===== src/rtl/backlight_power_save_controller_top_assert.svh =====
// Assertion macros for the backlight power-save controller.
// Each macro checks on the rising edge of aclk and is disabled while aresetn is low.
`ifndef BACKLIGHT_POWER_SAVE_CONTROLLER_TOP_ASSERT_SVH
`define BACKLIGHT_POWER_SAVE_CONTROLLER_TOP_ASSERT_SVH

// Same-cycle implication
`define BLPS_ASSERT_IMP(name, ante, cons, msg) \
    name: assert property (@(posedge aclk) disable iff (!aresetn) (ante) |-> (cons)) \
        else $error(msg);

// Next-cycle implication
`define BLPS_ASSERT_NXT(name, ante, cons, msg) \
    name: assert property (@(posedge aclk) disable iff (!aresetn) (ante) |=> (cons)) \
        else $error(msg);

`endif


===== src/rtl/blps_pkg.sv =====
// ----------------------------------------------------------------------------
// blps_pkg
// Shared types, codes and constants of the backlight power-save controller.
// ----------------------------------------------------------------------------
package blps_pkg;

    // Counter sizing
    localparam int BATTERY_CHECK_TICKS = 1000;
    localparam int IDLE_COUNT_BITS     = 22;
    localparam int BCHK_BITS           = $clog2(BATTERY_CHECK_TICKS + 1);
    localparam int TIMEOUT_BITS        = 22;
    localparam int CMP_BITS = (IDLE_COUNT_BITS > TIMEOUT_BITS) ? IDLE_COUNT_BITS
                                                                : TIMEOUT_BITS;

    // APB port sizing
    localparam int APB_ADDR_BITS = 5;
    localparam int APB_DATA_BITS = 32;
    localparam int REG_IDX_BITS  = 3;

    // Register indexes
    localparam logic [REG_IDX_BITS-1:0] REG_MODE_FLAGS   = 3'd0;
    localparam logic [REG_IDX_BITS-1:0] REG_DIM_TIMEOUT  = 3'd1;
    localparam logic [REG_IDX_BITS-1:0] REG_OFF_TIMEOUT  = 3'd2;
    localparam logic [REG_IDX_BITS-1:0] REG_DIM_LEVEL    = 3'd3;
    localparam logic [REG_IDX_BITS-1:0] REG_FULL_LEVEL   = 3'd4;
    localparam logic [REG_IDX_BITS-1:0] REG_BAT_DIM      = 3'd5;
    localparam logic [REG_IDX_BITS-1:0] REG_BAT_THRESH   = 3'd6;

    // Register reset values
    localparam logic [2:0]              MODE_FLAGS_RST  = 3'd1;
    localparam logic [TIMEOUT_BITS-1:0] DIM_TIMEOUT_RST = 22'd30000;
    localparam logic [TIMEOUT_BITS-1:0] OFF_TIMEOUT_RST = 22'd60000;
    localparam logic [7:0]              DIM_LEVEL_RST   = 8'd30;
    localparam logic [7:0]              FULL_LEVEL_RST  = 8'd255;
    localparam logic [7:0]              BAT_DIM_RST     = 8'd20;
    localparam logic [6:0]              BAT_THRESH_RST  = 7'd20;

    // Mode flag bit positions
    localparam int MODE_PSAVE = 0;
    localparam int MODE_OFF   = 1;
    localparam int MODE_BATT  = 2;

    // Request codes
    localparam logic [1:0] REQ_TICK     = 2'd0;
    localparam logic [1:0] REQ_ACTIVITY = 2'd1;
    localparam logic [1:0] REQ_WAKE     = 2'd2;
    localparam logic [1:0] REQ_TOGGLE   = 2'd3;

    // Screen state codes
    localparam logic [1:0] SCR_ON  = 2'd0;
    localparam logic [1:0] SCR_DIM = 2'd1;
    localparam logic [1:0] SCR_OFF = 2'd2;

    typedef struct packed {
        logic [2:0]              mode_flags;
        logic [TIMEOUT_BITS-1:0] dim_timeout;
        logic [TIMEOUT_BITS-1:0] off_timeout;
        logic [7:0]              dim_level;
        logic [7:0]              full_level;
        logic [7:0]              bat_dim_level;
        logic [6:0]              bat_threshold;
    } cfg_t;

    typedef struct packed {
        logic [7:0] level;
        logic       level_written;
        logic [1:0] screen_state;
        logic       battery_mode;
        logic       manual_off;
    } result_t;

endpackage


===== src/rtl/blps_regs.sv =====
// ----------------------------------------------------------------------------
// blps_regs
// APB configuration register file; writes in the access phase, reads back.
// ----------------------------------------------------------------------------
module blps_regs import blps_pkg::*; (
    input  logic                     aclk,
    input  logic                     aresetn,
    input  logic                     psel,
    input  logic                     penable,
    input  logic                     pwrite,
    input  logic [APB_ADDR_BITS-1:0] paddr,
    input  logic [APB_DATA_BITS-1:0] pwdata,
    output logic [APB_DATA_BITS-1:0] prdata,
    output logic                     pready,
    output cfg_t                     cfg
);

    cfg_t                    cfg_reg;
    logic                    wr_en;
    logic [REG_IDX_BITS-1:0] idx;

    assign pready = 1'b1;
    assign wr_en  = psel && penable && pwrite;
    assign idx    = paddr[APB_ADDR_BITS-1:2];
    assign cfg    = cfg_reg;

    // Write the addressed register
    always_ff @(posedge aclk) begin
        if (!aresetn) begin
            cfg_reg.mode_flags    <= MODE_FLAGS_RST;
            cfg_reg.dim_timeout   <= DIM_TIMEOUT_RST;
            cfg_reg.off_timeout   <= OFF_TIMEOUT_RST;
            cfg_reg.dim_level     <= DIM_LEVEL_RST;
            cfg_reg.full_level    <= FULL_LEVEL_RST;
            cfg_reg.bat_dim_level <= BAT_DIM_RST;
            cfg_reg.bat_threshold <= BAT_THRESH_RST;
        end else if (wr_en) begin
            case (idx)
                REG_MODE_FLAGS:  cfg_reg.mode_flags    <= pwdata[2:0];
                REG_DIM_TIMEOUT: cfg_reg.dim_timeout   <= pwdata[TIMEOUT_BITS-1:0];
                REG_OFF_TIMEOUT: cfg_reg.off_timeout   <= pwdata[TIMEOUT_BITS-1:0];
                REG_DIM_LEVEL:   cfg_reg.dim_level     <= pwdata[7:0];
                REG_FULL_LEVEL:  cfg_reg.full_level    <= pwdata[7:0];
                REG_BAT_DIM:     cfg_reg.bat_dim_level <= pwdata[7:0];
                REG_BAT_THRESH:  cfg_reg.bat_threshold <= pwdata[6:0];
                default: ;
            endcase
        end
    end

    // Read back the addressed register
    always_comb begin
        prdata = '0;
        case (idx)
            REG_MODE_FLAGS:  prdata = APB_DATA_BITS'(cfg_reg.mode_flags);
            REG_DIM_TIMEOUT: prdata = APB_DATA_BITS'(cfg_reg.dim_timeout);
            REG_OFF_TIMEOUT: prdata = APB_DATA_BITS'(cfg_reg.off_timeout);
            REG_DIM_LEVEL:   prdata = APB_DATA_BITS'(cfg_reg.dim_level);
            REG_FULL_LEVEL:  prdata = APB_DATA_BITS'(cfg_reg.full_level);
            REG_BAT_DIM:     prdata = APB_DATA_BITS'(cfg_reg.bat_dim_level);
            REG_BAT_THRESH:  prdata = APB_DATA_BITS'(cfg_reg.bat_threshold);
            default:         prdata = '0;
        endcase
    end

endmodule


===== src/rtl/blps_core.sv =====
// ----------------------------------------------------------------------------
// blps_core
// Controller state and its update for one accepted word.
// ----------------------------------------------------------------------------
module blps_core import blps_pkg::*; (
    input  logic       aclk,
    input  logic       aresetn,
    input  cfg_t       cfg,
    input  logic       in_fire,
    input  logic [1:0] req_type,
    input  logic [6:0] battery_pct,
    output result_t    result
);

    localparam logic [IDLE_COUNT_BITS-1:0] IDLE_MAX   = '1;
    localparam logic [BCHK_BITS-1:0]       BCHK_TICKS = BCHK_BITS'(BATTERY_CHECK_TICKS);

    logic [IDLE_COUNT_BITS-1:0] idle_reg, idle_next;
    logic [BCHK_BITS-1:0]       bchk_reg, bchk_next;
    logic                       dim_reg, dim_next;
    logic                       off_reg, off_next;
    logic                       lbm_reg, lbm_next;
    logic                       held_reg, held_next;
    logic [7:0]                 lvl_reg, lvl_next;
    logic                       wrote;
    logic                       bat_done;
    logic                       pct_low;
    logic                       idle_lt_dim;
    logic                       idle_lt_off;

    assign pct_low = battery_pct < cfg.bat_threshold;

    // Next state for the incoming word
    always_comb begin
        idle_next   = idle_reg;
        bchk_next   = bchk_reg;
        dim_next    = dim_reg;
        off_next    = off_reg;
        lbm_next    = lbm_reg;
        held_next   = held_reg;
        lvl_next    = lvl_reg;
        wrote       = 1'b0;
        bat_done    = 1'b0;
        idle_lt_dim = 1'b0;
        idle_lt_off = 1'b0;
        case (req_type)
            REQ_TICK: begin
                // Advance both counters, saturating
                if (idle_reg != IDLE_MAX) begin
                    idle_next = idle_reg + 1'b1;
                end
                if (bchk_reg < BCHK_TICKS) begin
                    bchk_next = bchk_reg + 1'b1;
                end
                idle_lt_dim = CMP_BITS'(idle_next) < CMP_BITS'(cfg.dim_timeout);
                idle_lt_off = CMP_BITS'(idle_next) < CMP_BITS'(cfg.off_timeout);
                if (cfg.mode_flags[MODE_PSAVE] && !held_reg) begin
                    // Periodic battery check
                    if (cfg.mode_flags[MODE_BATT] && bchk_next >= BCHK_TICKS) begin
                        bchk_next = '0;
                        if (pct_low && !lbm_reg) begin
                            lbm_next = 1'b1;
                            bat_done = 1'b1;
                            if (!dim_reg) begin
                                lvl_next = cfg.bat_dim_level;
                                wrote    = 1'b1;
                                dim_next = 1'b1;
                                off_next = 1'b0;
                            end
                        end else if (!pct_low && lbm_reg) begin
                            lbm_next = 1'b0;
                            bat_done = 1'b1;
                            if (dim_reg && idle_lt_dim) begin
                                lvl_next = cfg.full_level;
                                wrote    = 1'b1;
                                dim_next = 1'b0;
                                off_next = 1'b0;
                            end
                        end
                    end
                    // Inactivity timeouts
                    if (!bat_done && !lbm_reg) begin
                        if (cfg.mode_flags[MODE_OFF] && !idle_lt_off) begin
                            if (!off_reg) begin
                                lvl_next = '0;
                                wrote    = 1'b1;
                                dim_next = 1'b1;
                                off_next = 1'b1;
                            end
                        end else if (!idle_lt_dim) begin
                            if (!dim_reg) begin
                                lvl_next = cfg.dim_level;
                                wrote    = 1'b1;
                                dim_next = 1'b1;
                                off_next = 1'b0;
                            end
                        end else if (dim_reg || off_reg) begin
                            lvl_next = cfg.full_level;
                            wrote    = 1'b1;
                            dim_next = 1'b0;
                            off_next = 1'b0;
                        end
                    end
                end
            end
            REQ_ACTIVITY: begin
                idle_next = '0;
                if (held_reg || ((dim_reg || off_reg) && !lbm_reg)) begin
                    held_next = 1'b0;
                    lbm_next  = 1'b0;
                    if (dim_reg || off_reg) begin
                        lvl_next = cfg.full_level;
                        wrote    = 1'b1;
                        dim_next = 1'b0;
                        off_next = 1'b0;
                    end
                end
            end
            REQ_WAKE: begin
                held_next = 1'b0;
                idle_next = '0;
                lbm_next  = 1'b0;
                if (dim_reg || off_reg) begin
                    lvl_next = cfg.full_level;
                    wrote    = 1'b1;
                    dim_next = 1'b0;
                    off_next = 1'b0;
                end
            end
            REQ_TOGGLE: begin
                if (held_reg) begin
                    held_next = 1'b0;
                    idle_next = '0;
                    lbm_next  = 1'b0;
                    if (dim_reg || off_reg) begin
                        lvl_next = cfg.full_level;
                        wrote    = 1'b1;
                        dim_next = 1'b0;
                        off_next = 1'b0;
                    end
                end else begin
                    held_next = 1'b1;
                    lvl_next  = '0;
                    wrote     = 1'b1;
                    dim_next  = 1'b1;
                    off_next  = 1'b1;
                end
            end
            default: ;
        endcase
    end

    // Commit state on an accepted word
    always_ff @(posedge aclk) begin
        if (!aresetn) begin
            idle_reg <= '0;
            bchk_reg <= '0;
            dim_reg  <= 1'b0;
            off_reg  <= 1'b0;
            lbm_reg  <= 1'b0;
            held_reg <= 1'b0;
            lvl_reg  <= FULL_LEVEL_RST;
        end else if (in_fire) begin
            idle_reg <= idle_next;
            bchk_reg <= bchk_next;
            dim_reg  <= dim_next;
            off_reg  <= off_next;
            lbm_reg  <= lbm_next;
            held_reg <= held_next;
            lvl_reg  <= lvl_next;
        end
    end

    // Result word from the updated state
    always_comb begin
        result.level         = lvl_next;
        result.level_written = wrote;
        result.screen_state  = off_next ? SCR_OFF : (dim_next ? SCR_DIM : SCR_ON);
        result.battery_mode  = lbm_next;
        result.manual_off    = held_next;
    end

endmodule


===== src/rtl/blps_out.sv =====
// ----------------------------------------------------------------------------
// blps_out
// Output register holding one result word until the sink takes it.
// ----------------------------------------------------------------------------
module blps_out import blps_pkg::*; (
    input  logic    aclk,
    input  logic    aresetn,
    input  logic    in_fire,
    input  result_t result,
    input  logic    m_ready,
    output logic    m_valid,
    output result_t m_word
);

    logic    valid_reg;
    result_t word_reg;

    assign m_valid = valid_reg;
    assign m_word  = word_reg;

    // Load on accept, drop once taken
    always_ff @(posedge aclk) begin
        if (!aresetn) begin
            valid_reg <= 1'b0;
        end else if (in_fire) begin
            valid_reg <= 1'b1;
        end else if (m_ready) begin
            valid_reg <= 1'b0;
        end
    end

    // Hold payload until replaced
    always_ff @(posedge aclk) begin
        if (in_fire) begin
            word_reg <= result;
        end
    end

endmodule


===== src/rtl/backlight_power_save_controller_top.sv =====
// Output: a result word appears on m_* in the cycle after its input word is accepted.
// Throughput: one word per cycle; the single output register is refilled in the same
// cycle it is drained, so s_ready only drops while a result waits and m_ready is low.
// Reset: synchronous, active-low aresetn clears counters and flags, sets the level to
// 255 and loads the register defaults; no clearing pass is needed.
// ----------------------------------------------------------------------------
// backlight_power_save_controller_top
// Inactivity and low-battery backlight dimmer with APB configuration.
// ----------------------------------------------------------------------------
`include "backlight_power_save_controller_top_assert.svh"

module backlight_power_save_controller_top import blps_pkg::*; (
    input  logic                     aclk,
    input  logic                     aresetn,
    // Configuration
    input  logic                     psel,
    input  logic                     penable,
    input  logic                     pwrite,
    input  logic [APB_ADDR_BITS-1:0] paddr,
    input  logic [APB_DATA_BITS-1:0] pwdata,
    output logic [APB_DATA_BITS-1:0] prdata,
    output logic                     pready,
    // Input channel
    input  logic                     s_valid,
    output logic                     s_ready,
    input  logic [1:0]               s_req_type,
    input  logic [6:0]               s_battery_pct,
    // Result channel
    output logic                     m_valid,
    input  logic                     m_ready,
    output logic [7:0]               m_level,
    output logic                     m_level_written,
    output logic [1:0]               m_screen_state,
    output logic                     m_battery_mode,
    output logic                     m_manual_off
);

    cfg_t    cfg;
    result_t result;
    result_t m_word;
    logic    in_fire;

    // Accept while the output register is free or being drained
    assign s_ready = !m_valid || m_ready;
    assign in_fire = s_valid && s_ready;

    blps_regs u_regs (
        .aclk    (aclk),
        .aresetn (aresetn),
        .psel    (psel),
        .penable (penable),
        .pwrite  (pwrite),
        .paddr   (paddr),
        .pwdata  (pwdata),
        .prdata  (prdata),
        .pready  (pready),
        .cfg     (cfg)
    );

    blps_core u_core (
        .aclk        (aclk),
        .aresetn     (aresetn),
        .cfg         (cfg),
        .in_fire     (in_fire),
        .req_type    (s_req_type),
        .battery_pct (s_battery_pct),
        .result      (result)
    );

    blps_out u_out (
        .aclk    (aclk),
        .aresetn (aresetn),
        .in_fire (in_fire),
        .result  (result),
        .m_ready (m_ready),
        .m_valid (m_valid),
        .m_word  (m_word)
    );

    assign m_level         = m_word.level;
    assign m_level_written = m_word.level_written;
    assign m_screen_state  = m_word.screen_state;
    assign m_battery_mode  = m_word.battery_mode;
    assign m_manual_off    = m_word.manual_off;

    // Every accepted word yields a result on the next cycle
    `BLPS_ASSERT_NXT(a_fire_gives_result, in_fire, m_valid, "accepted word gave no result")
    // Screen off always drives a zero level
    `BLPS_ASSERT_IMP(a_off_is_dark, m_valid && (m_screen_state == SCR_OFF), m_level == 8'd0, "screen off with nonzero level")
    // Manual off holds the screen off
    `BLPS_ASSERT_IMP(a_manual_is_off, m_valid && m_manual_off, m_screen_state == SCR_OFF, "manual off but screen not off")
    // Battery mode never leaves the screen fully on
    `BLPS_ASSERT_IMP(a_batt_not_on, m_valid && m_battery_mode, m_screen_state != SCR_ON, "battery mode with screen on")

endmodule


===== config.mk =====
export PLATFORM = sky130hd
export DESIGN_NAME = backlight_power_save_controller_top
export DESIGN_NICKNAME = d
export VERILOG_FILES = /design/src/rtl/blps_pkg.sv /design/src/rtl/blps_regs.sv /design/src/rtl/blps_core.sv /design/src/rtl/blps_out.sv /design/src/rtl/backlight_power_save_controller_top.sv
export VERILOG_INCLUDE_DIRS = /design/src /design/src/rtl
export SDC_FILE = /design/constraint.sdc
export NUM_CORES = 1
export LEC_CHECK = 0
export ABC_AREA = 1
export ABC_CLOCK_PERIOD_IN_PS = 7200
export BUFFER_PORTS_ARGS = -buffer_cell sky130_fd_sc_hd__buf_2
export CAP_MARGIN = 10
export CORE_MARGIN = 2
export CORE_UTILIZATION = 46
export CTS_CLUSTER_SIZE = 28
export DETAILED_ROUTE_END_ITERATION = 8
export GPL_TIMING_DRIVEN = 0
export HOLD_SLACK_MARGIN = 0.08
export MAX_ROUTING_LAYER = met4
export PLACE_DENSITY = 0.75
export RECOVER_POWER = 100
export SYNTH_ARGS = -nofsm -noshare
export SYNTH_HDL_FRONTEND = slang
export SYNTH_SLANG_ARGS = --single-unit

===== constraint.sdc =====
create_clock -name aclk -period 7.2 [get_ports aclk]
set_input_delay 1.08 -clock aclk [delete_from_list [all_inputs] [get_ports aclk]]
set_output_delay 1.08 -clock aclk [all_outputs]
set_load 0.005 [all_outputs]

==> results.md <==
* Status: completed
* Tmin final at 5.57 ns
* Final Hold Violating Endpoints at 0
* Internal power at 1370 uW
* Post-synthesis register bit count at 136
* Layout cells sized above 1 at 9.06%
* Max VDD drop at 0.000170 V
* WP data arrival at 5.93 ns
* Mux share of post-synthesis cell area at 0%
* Final WL at 25,200 um
* Critical path peak fanout at 10
* Slowest CP cell: a21boi_0
* Fin nets at 1,418
* H-tree Lvls at 4
* Register share of total power at 43.1%
* Startpoint types: flop
* Most instantiated library cell after synthesis: nand2_1
* Leak at 0.00431 uW
* Synthesized area per cell at 6.96 um2
* Post-route DRC at 0
* Cell mode on critical path: nand2_1
* Total grt overflow at 0
* Initial drt markers at 861
* Largest family of logic cells by synthesized area: simple AND/OR/NAND/NOR gates
* Top area cells in the synthesized netlist: dfxtp_1 29%, nand2_1 12%, a21oi_1 8.7%
* Root Buffer: clkbuf_16
* Largest net degree at the start of global routing at 23
* Setup TNS after final layout at 0 ns
* Cts hold-fix bufs at 0
* Max-cap violations at 0
* EDFF count, synth at 13
* Final ANT Viol Nets at 0
* Worst r2r src: u_core.idle_reg[0]
* Vias per inst at 5.48
* Final HPWL DP at 19,100 um
* Area grow syn2layout at 13.5%
* Count of final max-slew check failures at 0
* Post-synth top flop: dfxtp_1
* Syn. warnings at 0
* Postcts setup bufs at 0
* Syn Inst Count at 1,209
* Worst slew margin at 25.4%
* CTS sink count at 136
* Initial DRT Pass Iterations at 6
* Post-synth ARST share at 0%
* Clock share of power at 44.0%
* Hold Crit Start: u_core.bchk_reg[8]
* Wire per inst at 16.2 um
* Sequential-to-total area share from yosys stat at 33.9%
* Antenna Cells at 0
* Number of cell rows at 49
* Routability cong. at 0.955
* Max incr delay on CP at 0.94 ns
* Max Buffers Root-to-Sink at 2
* Slew @ Worst Pin at 1.11 ns
* Clock transition at the registers of the reported paths at 0.06 ns
* First-pass GRT wire length at 40,900 um
* Post-synthesis xor/xnor area fraction at 1.46%
* Critical Path RT at 7.55 ns
* Combinational share of power at 12.9%
* Max reg flops at 78
* Clk Latency, worst-skew pair at 0.42 ns
* Pwr dens at 195 nW/um2
* FF-to-FF setup slack at 1.63 ns
* Antenna violations before repair at 0
* IO Pins at 101
* Cell taking the most area after synthesis: dfxtp_1
* Global-route total usage across every layer at 26.8%
* Number of port buffers at 76
* Cts bufs inserted at 17
* Initial Utilization at 46.9%
* Placement Cell Area at 9120 um2
* Switching part of the total at 26.5%
* WHS Endpoint: u_core.bchk_reg[8]
* Fmax at 0.179 GHz
* RSZ-0062 raised after global routing: no
* Worst Setup End Kind: flop
* Worst reg2reg path depth at 28
* Post-synth cell types at 47
* Hold Path Cell Cnt at 2
* Core area at 18,000 um2
* Die H at 139 um
* Simple-Gate Fraction of Synth Area at 24.5%
* Adder-Cell Fraction of Synth Area at 7.73%
* Post-route cell area at 9560 um2
* Vias in the first global route at 8,037
* Vias at 8,522
* Switch Pwr at 495 uW
* Clock Skew at 0.00944 ns
* CTS tree: built
* Final setup violation count at 0
* Most frequent cells after synthesis: 271 x nand2_1, 146 x a21oi_1, 139 x inv_1, 123 x dfxtp_1, 105 x o21ai_0
* R2r endpoint: u_core.lvl_reg[7]
* Synth top area share at 29.2%
* HP Class: flop to flop
* Critical path class: flop to flop
* PostCTS Resize Cnt at 0
* Post-Synthesis Cell Area at 8420 um2
* Fin crit share at 77.4%
* Complex-gate fraction of the synthesized area at 22.8%
* DIE AREA at 19,400 um2
* Die extent in x at 139 um
==> logic make-up after synthesis <==
logic type | count (synthesis)
AO/OA/AOI/OAI | 336
buffers and inverters | 200
adder cells (fa/ha/maj) | 52
flip-flops | 136
other | 2
XOR/XNOR | 14
AND/OR/NAND/NOR | 469
==> stage by stage <==
step,util (%),hold slack (ns),worst slack (ns),total power (uW),cells
CTS,53.8,0.485,2.70,1870,1554
floorplan,-,0.444,3.65,974,1218
detailed placement,50.8,0.475,2.74,1060,1523
finish,53.2,0.486,1.63,1860,1554
global route,53.2,0.507,1.14,1940,1554
global placement,50.8,0.468,2.78,1050,1523
==> worst max-delay path, delay by kind of cell, from the launching register on <==
kind	cells	cell delay, ns
AO/OA/AOI/OAI	2	1.02
XOR/XNOR	1	0.36
adder cells (fa/ha/maj)	2	0.58
buffers and inverters	2	0.56
flip-flops	1	0.37
AND/OR/NAND/NOR	21	2.62
==> metal layers <==
| layer | vias up | track usage (%) | share of wire [%] |
|---|---|---|---|
| met3 | 59 | 5.68 | 6.9 |
| met4 | 0 | 9.68 | 3.3 |
| met1 | 3862 | 33.2 | 42 |
| met2 | 332 | 43.2 | 47 |
| li1 | 4269 | - | - |
| met5 | - | - | 0 |
==> worst max-delay path by stage <==
stage,from,end,slack [ns],cells past startpoint
after global routing,u_core.idle_reg[0],u_core.lvl_reg[7],1.14,28
after floorplan,u_core.idle_reg[0],u_out.m_word[2],3.65,27
after global placement,u_core.idle_reg[0],u_out.m_word[2],2.78,27
final,u_core.idle_reg[0],u_core.lvl_reg[7],1.63,28
after detailed placement,u_core.idle_reg[0],u_out.m_word[2],2.74,27
after CTS,u_core.idle_reg[0],u_out.m_word[2],2.70,27
==> power groups by stage <==
| stage | Sequential (uW) | Combinational, uW | Clock (uW) |
|---|---|---|---|
| final | 802 | 240 | 820 |
| after global routing | 804 | 269 | 872 |
| after CTS | 801 | 243 | 828 |
| after detailed placement | 817 | 240 | 0 |
| after global placement | 817 | 237 | 0 |
| after floorplan | 816 | 158 | 0 |
==> cells in the final DEF (no fill, tap or decap), types with 24 or more instances in the layout <==
| cell type | synthesis | layout |
|---|---|---|
| clkbuf_1 | 38 | 74 |
| o21ai_0 | 105 | 106 |
| dfxtp_1 | 123 | 123 |
| buf_2 | 1 | 43 |
| nor2_1 | 81 | 83 |
| ha_1 | 52 | 52 |
| nand3_1 | 48 | 50 |
| a21oi_1 | 146 | 148 |
| inv_1 | 139 | 139 |
| o211ai_1 | 24 | 24 |
| nand2_1 | 271 | 274 |
==> final cells by class <==
class	count	area, um2
Timing Repair Buffer	76	344
Clock inverter	8	71.3
Tap cell	229	287
Multi-Input combinational cell	882	4730
Sequential cell	136	2850
Buffer	53	240
Fill cell	1747	8400
Clock buffer	23	479
Inverter	147	552
No activity file was read; power rests on OpenSTA's default activity.
